[src/rtl/core/sfd_pkg.sv]
// ----------------------------------------------------------------------------
// sfd_pkg
// Shared types and constants of the signed frame deframer.
// ----------------------------------------------------------------------------
package sfd_pkg;

  // Parser phase, one-hot coded.
  typedef enum logic [12:0] {
    PH_MAGIC = 13'b0_0000_0000_0001,
    PH_TYPE  = 13'b0_0000_0000_0010,
    PH_NONCE = 13'b0_0000_0000_0100,
    PH_KEY   = 13'b0_0000_0000_1000,
    PH_ADDR  = 13'b0_0000_0001_0000,
    PH_VLEN  = 13'b0_0000_0010_0000,
    PH_VER   = 13'b0_0000_0100_0000,
    PH_ALEN  = 13'b0_0000_1000_0000,
    PH_ACCT  = 13'b0_0001_0000_0000,
    PH_PLEN  = 13'b0_0010_0000_0000,
    PH_PAY   = 13'b0_0100_0000_0000,
    PH_SIG   = 13'b0_1000_0000_0000,
    PH_TRAIL = 13'b1_0000_0000_0000
  } phase_t;

  // Field codes as reported on the result channel.
  localparam logic [3:0] FC_MAGIC = 4'd0;
  localparam logic [3:0] FC_TYPE  = 4'd1;
  localparam logic [3:0] FC_NONCE = 4'd2;
  localparam logic [3:0] FC_KEY   = 4'd3;
  localparam logic [3:0] FC_ADDR  = 4'd4;
  localparam logic [3:0] FC_VLEN  = 4'd5;
  localparam logic [3:0] FC_VER   = 4'd6;
  localparam logic [3:0] FC_ALEN  = 4'd7;
  localparam logic [3:0] FC_ACCT  = 4'd8;
  localparam logic [3:0] FC_PLEN  = 4'd9;
  localparam logic [3:0] FC_PAY   = 4'd10;
  localparam logic [3:0] FC_SIG   = 4'd11;
  localparam logic [3:0] FC_TRAIL = 4'd12;

  // Frame status codes; the error codes share the same values.
  localparam logic [2:0] ST_PROGRESS = 3'd0;
  localparam logic [2:0] ST_ACCEPT   = 3'd1;
  localparam logic [2:0] ST_BADMAGIC = 3'd2;
  localparam logic [2:0] ST_TRUNC    = 3'd3;
  localparam logic [2:0] ST_OVERCAP  = 3'd4;

  // Fixed field lengths in bytes.
  localparam logic [15:0] MAGIC_LEN = 16'd4;
  localparam logic [15:0] TYPE_LEN  = 16'd1;
  localparam logic [15:0] NONCE_LEN = 16'd16;
  localparam logic [15:0] KEY_LEN   = 16'd32;
  localparam logic [15:0] ADDR_LEN  = 16'd16;
  localparam logic [15:0] SIG_LEN   = 16'd64;

  // Configuration register indexes.
  localparam logic CFG_MAGIC    = 1'b0;
  localparam logic CFG_CAPACITY = 1'b1;

  // Per-frame parser state.
  typedef struct packed {
    phase_t      phase;
    logic [15:0] cnt;
    logic [15:0] decl;
    logic [2:0]  err;
  } parse_state_t;

  // One tagged result item.
  typedef struct packed {
    logic [2:0]  status;
    logic        sgn;
    logic [15:0] offset;
    logic [3:0]  code;
    logic [7:0]  data;
  } result_t;

  // Map a phase to its reported field code.
  function automatic logic [3:0] phase_code(input phase_t ph);
    logic [3:0] c;
    case (ph)
      PH_MAGIC: c = FC_MAGIC;
      PH_TYPE:  c = FC_TYPE;
      PH_NONCE: c = FC_NONCE;
      PH_KEY:   c = FC_KEY;
      PH_ADDR:  c = FC_ADDR;
      PH_VLEN:  c = FC_VLEN;
      PH_VER:   c = FC_VER;
      PH_ALEN:  c = FC_ALEN;
      PH_ACCT:  c = FC_ACCT;
      PH_PLEN:  c = FC_PLEN;
      PH_PAY:   c = FC_PAY;
      PH_SIG:   c = FC_SIG;
      default:  c = FC_TRAIL;
    endcase
    return c;
  endfunction

endpackage

[src/rtl/core/signed_frame_deframer_core.sv]
// ----------------------------------------------------------------------------
// signed_frame_deframer_core
// Byte-wise deframer that tags each byte with its field and offset and
// reports the framing status on the last byte of a frame.
// ----------------------------------------------------------------------------
// The block takes one byte per clock while the output is not stalled and
// presents one tagged result per byte: an accepted byte is held in the input
// register, and its result moves into the output register once that register
// is free. The parser state lives in a single register set that is updated by
// one step of combinational logic between the input register and the output
// register, so consecutive bytes of a frame follow each other without gaps.
// The output register and the input register together let a new byte be taken
// while a finished result still waits to be read. Configuration writes are
// always ready and should only be made while no frame is in flight.
// ----------------------------------------------------------------------------
module signed_frame_deframer_core (
  input  logic        clk,
  input  logic        rst_n,
  // Input bytes.
  input  logic        in_tvalid,
  output logic        in_tready,
  input  logic [7:0]  in_tdata,   // [7:0] data_byte
  input  logic        in_tlast,   // last_byte
  // Tagged results.
  output logic        out_tvalid,
  input  logic        out_tready,
  // [7:0] out_byte, [11:8] field_code, [27:12] field_offset,
  // [28] in_signed_region, [31:29] frame_status
  output logic [31:0] out_tdata,
  output logic        out_tlast,  // frame_done
  // Configuration writes.
  input  logic        cfg_valid,
  output logic        cfg_ready,
  input  logic        cfg_index,
  input  logic [31:0] cfg_data
);

  logic        s1_valid_r;
  logic [7:0]  s1_byte_r;
  logic        s1_last_r;
  logic        out_valid_r;
  logic [31:0] out_data_r;
  logic        out_last_r;
  logic [31:0] magic_r;
  logic [15:0] cap_r;
  logic        adv;
  logic        in_acc;

  sfd_pkg::parse_state_t state_r;
  sfd_pkg::parse_state_t state_nxt;
  sfd_pkg::result_t      res;

  // Handshake: stage one moves on when the output register is free.
  assign adv       = s1_valid_r && (!out_valid_r || out_tready);
  assign in_tready = !s1_valid_r || adv;
  assign in_acc    = in_tvalid && in_tready;
  assign cfg_ready = 1'b1;

  assign out_tvalid = out_valid_r;
  assign out_tdata  = out_data_r;
  assign out_tlast  = out_last_r;

  // Parser step.
  sfd_parse u_parse (
    .st               (state_r),
    .data_byte        (s1_byte_r),
    .last_byte        (s1_last_r),
    .magic_word       (magic_r),
    .payload_capacity (cap_r),
    .st_nxt           (state_nxt),
    .res              (res)
  );

  // Configuration registers.
  always_ff @(posedge clk) begin
    if (!rst_n) begin
      magic_r <= 32'd0;
      cap_r   <= 16'd0;
    end else if (cfg_valid && cfg_ready) begin
      case (cfg_index)
        sfd_pkg::CFG_MAGIC:    magic_r <= cfg_data;
        sfd_pkg::CFG_CAPACITY: cap_r   <= cfg_data[15:0];
        default: ;
      endcase
    end
  end

  // Control state: valid flags and parser state.
  always_ff @(posedge clk) begin
    if (!rst_n) begin
      s1_valid_r    <= 1'b0;
      out_valid_r   <= 1'b0;
      state_r.phase <= sfd_pkg::PH_MAGIC;
      state_r.cnt   <= 16'd0;
      state_r.decl  <= 16'd0;
      state_r.err   <= sfd_pkg::ST_PROGRESS;
    end else begin
      if (in_acc) begin
        s1_valid_r <= 1'b1;
      end else if (adv) begin
        s1_valid_r <= 1'b0;
      end
      if (adv) begin
        out_valid_r <= 1'b1;
        state_r     <= state_nxt;
      end else if (out_tready) begin
        out_valid_r <= 1'b0;
      end
    end
  end

  // Payload registers.
  always_ff @(posedge clk) begin
    if (in_acc) begin
      s1_byte_r <= in_tdata;
      s1_last_r <= in_tlast;
    end
    if (adv) begin
      out_data_r <= res;
      out_last_r <= s1_last_r;
    end
  end

endmodule

[src/rtl/core/sfd_parse.sv]
// ----------------------------------------------------------------------------
// sfd_parse
// Combinational step of the frame parser: tags one byte and computes the
// parser state that follows it.
// ----------------------------------------------------------------------------
module sfd_parse (
  input  sfd_pkg::parse_state_t st,
  input  logic [7:0]            data_byte,
  input  logic                  last_byte,
  input  logic [31:0]           magic_word,
  input  logic [15:0]           payload_capacity,
  output sfd_pkg::parse_state_t st_nxt,
  output sfd_pkg::result_t      res
);

  logic [15:0] cnt_inc;
  logic [1:0]  magic_sel;
  logic [7:0]  magic_want;
  logic [15:0] plen_full;
  sfd_pkg::parse_state_t upd;

  assign cnt_inc    = st.cnt + 16'd1;
  assign magic_sel  = 2'd3 - st.cnt[1:0];
  assign magic_want = 8'(magic_word >> {magic_sel, 3'b000});
  assign plen_full  = st.decl | {8'h00, data_byte};

  // Tag the byte and advance the phase.
  always_comb begin
    upd        = st;
    res.data   = data_byte;
    res.code   = sfd_pkg::phase_code(st.phase);
    res.offset = st.cnt;
    res.sgn    = (st.phase != sfd_pkg::PH_MAGIC) && (st.phase != sfd_pkg::PH_SIG) &&
                 (st.phase != sfd_pkg::PH_TRAIL);
    res.status = sfd_pkg::ST_PROGRESS;

    if (st.err != sfd_pkg::ST_PROGRESS) begin
      // Discarding the rest of a failed frame.
      res.code   = sfd_pkg::FC_TRAIL;
      res.offset = 16'd0;
      res.sgn    = 1'b0;
    end else begin
      case (st.phase)
        sfd_pkg::PH_MAGIC: begin
          if (data_byte != magic_want) begin
            upd.err = sfd_pkg::ST_BADMAGIC;
          end else if (cnt_inc >= sfd_pkg::MAGIC_LEN) begin
            upd.phase = sfd_pkg::PH_TYPE;
            upd.cnt   = 16'd0;
          end else begin
            upd.cnt = cnt_inc;
          end
        end
        sfd_pkg::PH_TYPE: begin
          if (cnt_inc >= sfd_pkg::TYPE_LEN) begin
            upd.phase = sfd_pkg::PH_NONCE;
            upd.cnt   = 16'd0;
          end else begin
            upd.cnt = cnt_inc;
          end
        end
        sfd_pkg::PH_NONCE: begin
          if (cnt_inc >= sfd_pkg::NONCE_LEN) begin
            upd.phase = sfd_pkg::PH_KEY;
            upd.cnt   = 16'd0;
          end else begin
            upd.cnt = cnt_inc;
          end
        end
        sfd_pkg::PH_KEY: begin
          if (cnt_inc >= sfd_pkg::KEY_LEN) begin
            upd.phase = sfd_pkg::PH_ADDR;
            upd.cnt   = 16'd0;
          end else begin
            upd.cnt = cnt_inc;
          end
        end
        sfd_pkg::PH_ADDR: begin
          if (cnt_inc >= sfd_pkg::ADDR_LEN) begin
            upd.phase = sfd_pkg::PH_VLEN;
            upd.cnt   = 16'd0;
          end else begin
            upd.cnt = cnt_inc;
          end
        end
        sfd_pkg::PH_VLEN: begin
          upd.decl  = {8'h00, data_byte};
          upd.cnt   = 16'd0;
          upd.phase = (data_byte != 8'd0) ? sfd_pkg::PH_VER : sfd_pkg::PH_ALEN;
        end
        sfd_pkg::PH_VER: begin
          if (cnt_inc >= st.decl) begin
            upd.phase = sfd_pkg::PH_ALEN;
            upd.cnt   = 16'd0;
          end else begin
            upd.cnt = cnt_inc;
          end
        end
        sfd_pkg::PH_ALEN: begin
          upd.decl  = {8'h00, data_byte};
          upd.cnt   = 16'd0;
          upd.phase = (data_byte != 8'd0) ? sfd_pkg::PH_ACCT : sfd_pkg::PH_PLEN;
        end
        sfd_pkg::PH_ACCT: begin
          if (cnt_inc >= st.decl) begin
            upd.phase = sfd_pkg::PH_PLEN;
            upd.cnt   = 16'd0;
          end else begin
            upd.cnt = cnt_inc;
          end
        end
        sfd_pkg::PH_PLEN: begin
          if (st.cnt == 16'd0) begin
            // High byte of the big-endian payload length.
            upd.decl = {data_byte, 8'h00};
            upd.cnt  = 16'd1;
          end else begin
            upd.decl = plen_full;
            if ((payload_capacity != 16'd0) && (plen_full > payload_capacity)) begin
              upd.err = sfd_pkg::ST_OVERCAP;
            end else begin
              upd.phase = (plen_full != 16'd0) ? sfd_pkg::PH_PAY : sfd_pkg::PH_SIG;
              upd.cnt   = 16'd0;
            end
          end
        end
        sfd_pkg::PH_PAY: begin
          if (cnt_inc >= st.decl) begin
            upd.phase = sfd_pkg::PH_SIG;
            upd.cnt   = 16'd0;
          end else begin
            upd.cnt = cnt_inc;
          end
        end
        sfd_pkg::PH_SIG: begin
          if (cnt_inc >= sfd_pkg::SIG_LEN) begin
            upd.phase = sfd_pkg::PH_TRAIL;
            upd.cnt   = 16'd0;
          end else begin
            upd.cnt = cnt_inc;
          end
        end
        default: begin
          // Trailing bytes; the offset saturates.
          upd.phase = sfd_pkg::PH_TRAIL;
          if (st.cnt != 16'hFFFF) begin
            upd.cnt = cnt_inc;
          end
        end
      endcase
    end

    // End of frame: report status and start over.
    st_nxt = upd;
    if (last_byte) begin
      if (upd.err != sfd_pkg::ST_PROGRESS) begin
        res.status = upd.err;
      end else if (upd.phase == sfd_pkg::PH_TRAIL) begin
        res.status = sfd_pkg::ST_ACCEPT;
      end else begin
        res.status = sfd_pkg::ST_TRUNC;
      end
      st_nxt.phase = sfd_pkg::PH_MAGIC;
      st_nxt.cnt   = 16'd0;
      st_nxt.decl  = 16'd0;
      st_nxt.err   = sfd_pkg::ST_PROGRESS;
    end
  end

endmodule

[config.mk]
export PLATFORM = sky130hd
export DESIGN_NAME = signed_frame_deframer_core
export DESIGN_NICKNAME = d
export VERILOG_FILES = /design/src/rtl/core/sfd_pkg.sv /design/src/rtl/core/signed_frame_deframer_core.sv /design/src/rtl/core/sfd_parse.sv
export SDC_FILE = /design/constraint.sdc
export NUM_CORES = 1
export LEC_CHECK = 0
export ABC_AREA = 1
export ABC_CLOCK_PERIOD_IN_PS = 6400
export BUFFER_PORTS_ARGS = -buffer_cell sky130_fd_sc_hd__buf_2
export CORE_MARGIN = 5
export CORE_UTILIZATION = 37
export CTS_CLUSTER_DIAMETER = 150
export DETAILED_ROUTE_END_ITERATION = 16
export PLACE_DENSITY = 0.53
export SLEW_MARGIN = 5
export SYNTH_ARGS = -nofsm -noshare
export SYNTH_HDL_FRONTEND = slang
export SYNTH_HIERARCHICAL = 1
export SYNTH_SLANG_ARGS = --single-unit
export TNS_END_PERCENT = 50
[constraint.sdc]
create_clock -name clk -period 6.4 [get_ports clk]
set_input_delay 0.96 -clock clk [delete_from_list [all_inputs] [get_ports clk]]
set_output_delay 0.96 -clock clk [all_outputs]
set_load 0.02 [all_outputs]
# After elaboration in Yosys (flattened, before gate mapping)
# Cells that the tools add are included.
# W data, S select, Z words.
# classes
addsub	2
order_cmp	7
n_eq_ne	21
shift	1
n_mux	38
bitwise	2
reduce_logical	24
# op_table
operator	n
$pmux W29 S12	1
$mux W13	10
$mux W16	7
$mux W48	2
$mux W29	2
$pmux W4 S12	1
$mux W32	1
$pmux W16 S2	1
$reduce_bool A16 Y1	2
$shr A32 B5 Y8	1
$add A16 B1 Y16 const B	1
$ge A16 B1 Y1 const B	1
$ge A16 B16 Y1	1
$ge A16 B3 Y1 const B	1
$ge A16 B5 Y1 const B	1
$ge A16 B6 Y1 const B	1
$ge A16 B7 Y1 const B	1
$gt A16 B16 Y1	1
$logic_not A16 Y1	1
$ne A16 B16 Y1 const B	1
$or A16 B8 Y16	1
$reduce_bool A14 Y1	1
$eq A13 B1 Y1 const B	1
$eq A13 B10 Y1 const B	1
other kinds (37)	53
# totals
register_bits	140
output_inout_bits	36
word_cells	109

# Longest topological paths before layout
# Gate-level depths: netlist of the first run.
# logic_depth
ltp_word	10
mapped_depth	28

# Modules after synthesis
# The synthesis of the first run kept the hierarchy.
# by_module_without_submodules
mod	instances	cells_each	area_each_um2
signed_frame_deframer_core	1	580	5257.5
sfd_parse	1	835	4260.3

# Least setup slack after synthesis of the first run
# OpenSTA, ideal clock, no wires.
# synth_timing
kind	register to register
start	register state_r[20] (netlist bit)
end	register state_r[44] (netlist bit)
arrival_time_ps	2978
t_required_ps	6285
slack_ps	3307
path_stages_with_launch	22
path_buffers	1
period_less_slack_ps	3093
cell_sequence	dfxtp_1 > ha_1 > nand3_2 > nor2_2 > nand4_1 > nand2_1 > inv_1 > ha_1 > nand2_1 > nor4_1 > nand3_1 > nand2_1 > clkbuf_1 > o21ai_0 > o21ai_0 > nand3_1 > a22oi_1 > nor2_1 > inv_1 > nand3_1 > nand2_1 > nor2_1
# synth_rtl
element	line	text
start, declared	signed_frame_deframer_core.sv:49	sfd_pkg::parse_state_t state_r;
start signal, assigned	signed_frame_deframer_core.sv:105	state_r <= state_nxt;

==> results of run 1 <==
[sequential cells by signal, summed over array words and instances (netlist names)]
name	cells
state_r	48
magic_r	32
out_tdata	32
cap_r	16
s1_byte_r	8
out_tlast	1
out_tvalid	1
s1_last_r	1
s1_valid_r	1
[synthesized netlist by cell type (all sizes together) (4+ instances only)]
| master | n |
|---|---|
| nor2 | 269 |
| ha | 34 |
| buf | 53 |
| nand2 | 264 |
| o21ai | 91 |
| nor3 | 25 |
| xor2 | 7 |
| o211ai | 17 |
| nand4 | 32 |
| nor4 | 8 |
| dfxtp | 98 |
| nand3 | 128 |
| edfxtp | 42 |
| a22oi | 4 |
| a21oi | 114 |
| inv | 188 |
| clkbuf | 20 |
[stage by stage]
stage | util [%] | hold slack (ps) | cell area (µm²) | worst slack [ps] | total power [mW]
finish | 41.9 | 480 | 10600 | 1820 | 2.65
floorplan | - | 424 | 9520 | 3310 | 1.48
CTS | 41.9 | 486 | 10600 | 1850 | 2.68
detailed placement | 39.5 | 471 | 9970 | 1850 | 1.64
global placement | 39.5 | 460 | 9970 | 2030 | 1.64
global route | 41.9 | 508 | 10600 | 1270 | 2.80
[worst max-delay path: stages (launching register included)]
cell     delay (ps)
dfxtp_1         880
inv_2           380
nor2_2          380
nand2_2         110
nor2_1          110
nand2_1          50
nand2_1          90
inv_1            80
ha_1            290
nand2_1          90
nor4_1          350
nand3_1         140
nand2_1         330
inv_1           170
nand2_1         230
nand4_2         210
o21ai_0         210
a21oi_1          80
inv_1            60
nand3_1          70
nand2_1         100
nor2_1           50
[routing by layer]
layer / track usage (%) / wire length (µm) / part of all wire [%] / up-vias
met3: 3.81 / 1820 / 6.0 / 44
met1: 28.5 / 13900 / 46 / 4298
met2: 32.4 / 13600 / 45 / 297
li1: - / - / - / 4692
met5: 0 / 0 / 0 / -
met4: 7.33 / 793 / 2.6 / 0
[report_power, final]
part           internal, mW  switching [mW]  total (mW)
registers             0.974          0.0709        1.04
logic                 0.188           0.394       0.582
clock network         0.581           0.447        1.03
total                  1.74           0.911        2.65
[cell type report]
| type | instances | area [µm²] | share of cell area, % |
|---|---|---|---|
| inverters | 189 | 709 | 6.71 |
| flip-flops and latches | 140 | 3230 | 30.5 |
| clock inverters | 12 | 108 | 1.02 |
| clock buffers | 20 | 500 | 4.73 |
| well taps | 330 | 413 | 3.90 |
| multi-input cells | 1013 | 5150 | 48.7 |
| repair buffers | 89 | 465 | 4.40 |
[kinds of logic (layout without fill, tap and decap cells)]
kind of cell | after synthesis | in the layout
buffers and inverters | 262 | 310
xor gates and xnor gates | 7 | 7
adders and majority gates | 34 | 34
AOI/OAI and AO/OA | 242 | 242
other | 1 | 1
DFF | 140 | 140
and+or+nand+nor | 729 | 729
[how the worst max path moves through the flow]
stage | startpoint | to | slack, ps
2_1_floorplan | state_r[20] | state_r[44] | 3310
3_3_place_gp | state_r[19] | state_r[21] | 2030
4_1_cts | state_r[19] | state_r[22] | 1850
3_5_place_dp | state_r[19] | state_r[21] | 1850
5_1_grt | state_r[19] | state_r[21] | 1270
6_report | state_r[19] | state_r[21] | 1820
==> impl_metrics.env, run 1 <==
export IMPL_syn2layout_area_growth_pct=11.1
export IMPL_arrival_ps=4910
export IMPL_drive_gt1_share_pct=13.9
export IMPL_drc=0
export IMPL_cp_start_kind="register"
export IMPL_fin_crit_ps=4580
export IMPL_syn_avg_cell_area_um2=6.73
export IMPL_wl_per_cell_um=16.8
export IMPL_crit_fanout=24
export IMPL_reg2reg_from="state_r[19]"
export IMPL_cts_sinks=140
export IMPL_synthTopCellsByArea="dfxtp_1, edfxtp_1, nand2_1"
export IMPL_r2r_slack_ps=1820
export IMPL_drtIter0Drc=621
export IMPL_finClkSkew_ps=18.0
export IMPL_yosys_area_share_simple_pct=34.3
export IMPL_cts_resized=0
export IMPL_path_class="reg -> reg"
export IMPL_core_area_um2=25300
export IMPL_maxSlewHeadroom_pct=33.6
export IMPL_synthAdderAreaFrac_pct=4.47
export IMPL_layout_common_cells="nand2_1, nor2_1, inv_1, nand3_1, dfxtp_1"
export IMPL_synth_largest_area_cell="dfxtp_1"
export IMPL_grt_ovfl_total=0
export IMPL_hold_class="reg -> reg"
export IMPL_drt_vias_per_instance=5.20
export IMPL_r2r_worst_path_cells=21
export IMPL_first_global_vias=8539
export IMPL_layout_commonest_cell="nand2_1"
export IMPL_antenna_found_initial=0
export IMPL_start_util_pct=37.7
export IMPL_peakVddDrop_v=0.000111
export IMPL_min_path_cells=2
export IMPL_hold_viol=0
export IMPL_fmax_ghz=0.218
export IMPL_num_vias=9331
export IMPL_grt_total_usage_pct=20.6
export IMPL_dp_cells=1761
export IMPL_synthXorXnorAreaFrac_pct=0.644
export IMPL_dominantRegCellSynth="dfxtp_1"
export IMPL_io_pins=83
export IMPL_root_buffer="clkbuf_16"
export IMPL_ant_nets=0
export IMPL_finalSetupTns_ps=0
export IMPL_setup_viol=0
export IMPL_worst_pin_slew_ps=996
export IMPL_synth_compound_area_share_pct=14.7
export IMPL_critPathCaptureType="register"
export IMPL_synthCells=1415
export IMPL_synth_top_family_by_area="simple AND/OR/NAND/NOR gates"
export IMPL_die_h_um=170
export IMPL_finalNetCount=1531
export IMPL_ys_ff_latch=140
export IMPL_fin_cells=1793
export IMPL_p_leak_nw=4.61
export IMPL_cts_tree="built"
export IMPL_slew_viol_final=0
export IMPL_r2r_end="state_r[21]"
export IMPL_n_antenna_cell=0
export IMPL_timing_final_crit_share_pct=71.6
export IMPL_netlist_area_um2=9520
export IMPL_cellPowerDensity_nw_per_um2=251
export IMPL_hp_start="state_r[2]"
export IMPL_htreeDepth=4
export IMPL_rows=58
export IMPL_drv_cap=0
export IMPL_clk_pin_slew_worst_paths_ps=70
export IMPL_async_reset_ff_share_pct=0
export IMPL_cts_path_max_buffers=2
export IMPL_gp_congestion=0.966
export IMPL_grt_max_degree=98
export IMPL_rsz0062_at_grt="no"
export IMPL_yosysWarnings=6
export IMPL_synth_seq_area_share_pct=33.9
export IMPL_cts_made_buffers=17
export IMPL_syn_num_nets=1496
export IMPL_muxShareOfSynthArea_pct=0
export IMPL_dieArea_um2=29000
export IMPL_fillers=2754
export IMPL_insertion_delay_ps=430
export IMPL_dr_pass1_iters=5
export IMPL_die_w_um=170
export IMPL_post_cts_repair_setup_buffers=0
export IMPL_portBuffers=81
export IMPL_synth_distinct_cells=45
export IMPL_synth_edf_count=42
export IMPL_synth_top_area_share_pct=20.6
export IMPL_grt_pass1_wl_mm=47.3
export IMPL_min_to="state_r[2]"
export IMPL_wl_mm=30.2
export IMPL_outcome="complete, no violations"
export IMPL_ctsHoldBuffers=0
export IMPL_hpwl_mm=21.9
export IMPL_cp_required_ps=6730
(Power assumes the default switching activity.)
==> run 2, diff against run 1 <==
--- a/config.mk
+++ b/config.mk
@@ -6,13 +6,13 @@
 export NUM_CORES = 1
 export LEC_CHECK = 0
 export ABC_AREA = 1
-export ABC_CLOCK_PERIOD_IN_PS = 6400
+export ABC_CLOCK_PERIOD_IN_PS = 4200
 export BUFFER_PORTS_ARGS = -buffer_cell sky130_fd_sc_hd__buf_2
 export CORE_MARGIN = 5
 export CORE_UTILIZATION = 37
 export CTS_CLUSTER_DIAMETER = 150
 export DETAILED_ROUTE_END_ITERATION = 16
-export PLACE_DENSITY = 0.53
+export PLACE_DENSITY = 0.55
 export SLEW_MARGIN = 5
 export SYNTH_ARGS = -nofsm -noshare
 export SYNTH_HDL_FRONTEND = slang
==> constraint.sdc (replaced) <==
create_clock -name clk -period 4.2 [get_ports clk]
set_input_delay 0.63 -clock clk [delete_from_list [all_inputs] [get_ports clk]]
set_output_delay 0.63 -clock clk [all_outputs]
set_load 0.02 [all_outputs]
==> run 2 against run 1 <==
  * Setup slack worse by 1200 ps
  * Hold slack worse by 110 ps
  * Global-route usage fell by 0.18 points
  * Highest routed layer unchanged
==> impl_metrics.env, run 2 (synthesis results as in run 1) <==
export IMPL_arrival_ps=3920
export IMPL_finClkSkew_ps=17.1
export IMPL_regMostFlops="state_r"
export IMPL_root_buffer="clkbuf_16"
export IMPL_finalPower_mw=3.98
export IMPL_setup_viol=0
export IMPL_ant_nets=0
export IMPL_cp_required_ps=4530
export IMPL_syn2layout_area_growth_pct=11.5
export IMPL_placed_area_um2=10000
export IMPL_dp_cells=1771
export IMPL_fin_crit_ps=3590
export IMPL_hpwl_mm=21.5
export IMPL_gp_congestion=0.924
export IMPL_portBuffers=81
export IMPL_slew_viol_final=0
export IMPL_grt_pass1_wl_mm=47.0
export IMPL_finalNetCount=1541
export IMPL_wl_per_cell_um=16.3
export IMPL_fin_cells=1803
export IMPL_fillers=2687
export IMPL_drv_cap=0
export IMPL_largest_reg_flops=48
export IMPL_drt_vias_per_instance=5.18
export IMPL_dieArea_um2=29000
export IMPL_drc=0
export IMPL_post_cts_repair_setup_buffers=0
export IMPL_start_util_pct=37.7
export IMPL_cts_sinks=140
export IMPL_fin_util_pct=42.0
export IMPL_htreeDepth=4
export IMPL_timing_final_crit_share_pct=85.5
export IMPL_die_w_um=170
export IMPL_grt_total_usage_pct=20.4
export IMPL_ctsHoldBuffers=0
export IMPL_clk_pin_slew_worst_paths_ps=70
export IMPL_crit_fanout=5
export IMPL_hold_class="in -> reg"
export IMPL_rows=58
export IMPL_die_h_um=170
export IMPL_maxSlewHeadroom_pct=20.5
export IMPL_r2r_end="state_r[29]"
export IMPL_cts_resized=0
export IMPL_layout_common_cells="nand2_1, nor2_1, inv_1, nand3_1, dfxtp_1"
export IMPL_core_area_um2=25300
export IMPL_first_global_vias=8620
export IMPL_outcome="complete, no violations"
export IMPL_layout_commonest_cell="nand2_1"
export IMPL_cts_path_max_buffers=2
export IMPL_cellPowerDensity_nw_per_um2=375
export IMPL_rsz0062_at_grt="no"
export IMPL_insertion_delay_ps=430
export IMPL_p_leak_nw=4.64
export IMPL_peakVddDrop_v=0.000233
export IMPL_design_area_um2=10600
export IMPL_hold_viol=0
export IMPL_reg2reg_from="state_r[19]"
export IMPL_r2r_slack_ps=610
export IMPL_grt_ovfl_total=0
export IMPL_num_vias=9343
export IMPL_cts_made_buffers=17
export IMPL_drive_gt1_share_pct=14.5
export IMPL_finalSetupTns_ps=0
export IMPL_n_antenna_cell=0
export IMPL_dr_pass1_iters=5
export IMPL_worst_pin_slew_ps=1190
export IMPL_crit_end="state_r[29]"
export IMPL_drtIter0Drc=715
export IMPL_wl_mm=29.5
export IMPL_critPathCaptureType="register"
export IMPL_grt_max_degree=73
export IMPL_io_pins=83
export IMPL_fmax_ghz=0.278
export IMPL_crit_start="state_r[19]"
export IMPL_antenna_found_initial=0
export IMPL_path_class="reg -> reg"
export IMPL_r2r_worst_path_cells=20
export IMPL_cp_start_kind="register"
export IMPL_cts_tree="built"
run 2: worst min-delay path by stage:
stage                         to  slack (ps)  cells past startpoint        start
global route        s1_byte_r[5]         350                      1  in_tdata[5]
CTS                 s1_byte_r[5]         350                      1  in_tdata[5]
floorplan              out_tlast         420                      0    s1_last_r
detailed placement    state_r[2]         470                      2   state_r[2]
global placement      state_r[2]         460                      2   state_r[2]
finish              s1_byte_r[5]         370                      1  in_tdata[5]
run 2: worst max-delay path: stages (launching register included):
cell	delay, ps
dfxtp_1	390
ha_1	270
nand3_2	160
nor2_2	190
nand4_1	100
nand2_1	210
inv_1	70
ha_1	270
nand2_1	80
nor4_1	370
nand3_1	150
nand2_1	120
inv_1	100
nand2_1	190
nand4_2	220
o21ai_0	240
a21oi_1	90
inv_1	60
nand3_1	70
nand2_1	90
nor2_1	50
run 2: through the flow:
stage	hold WS (ps)	setup WS [ps]
after global routing	347	145
after global placement	461	747
final	368	608
after CTS	353	648
after floorplan	424	1110
after detailed placement	471	657
run 2: layout make-up:
class | instances | area (µm²) | area share, %
clock buffers | 17 | 425 | 4.01
clock inverters | 15 | 146 | 1.38
inverters | 189 | 709 | 6.68
multi-input cells | 1013 | 5150 | 48.6
flip-flops and latches | 140 | 3230 | 30.4
well taps | 330 | 413 | 3.89
repair buffers | 99 | 541 | 5.09
run 2: per-layer routing:
metal / vias to the layer above / track usage (%) / part of all wire (%)
met2: 282 / 32.3 / 44
li1: 4711 / - / -
met1: 4302 / 28.0 / 47
met5: - / 0 / 0
met4: 0 / 7.36 / 3.0
met3: 48 / 3.79 / 5.6
run 2: where the power goes:
group	internal [mW]	leakage (nW)	switching [mW]	total [mW]
logic	0.298	3.16	0.619	0.917
clock network	0.790	0.277	0.700	1.49
registers	1.48	1.21	0.0900	1.57
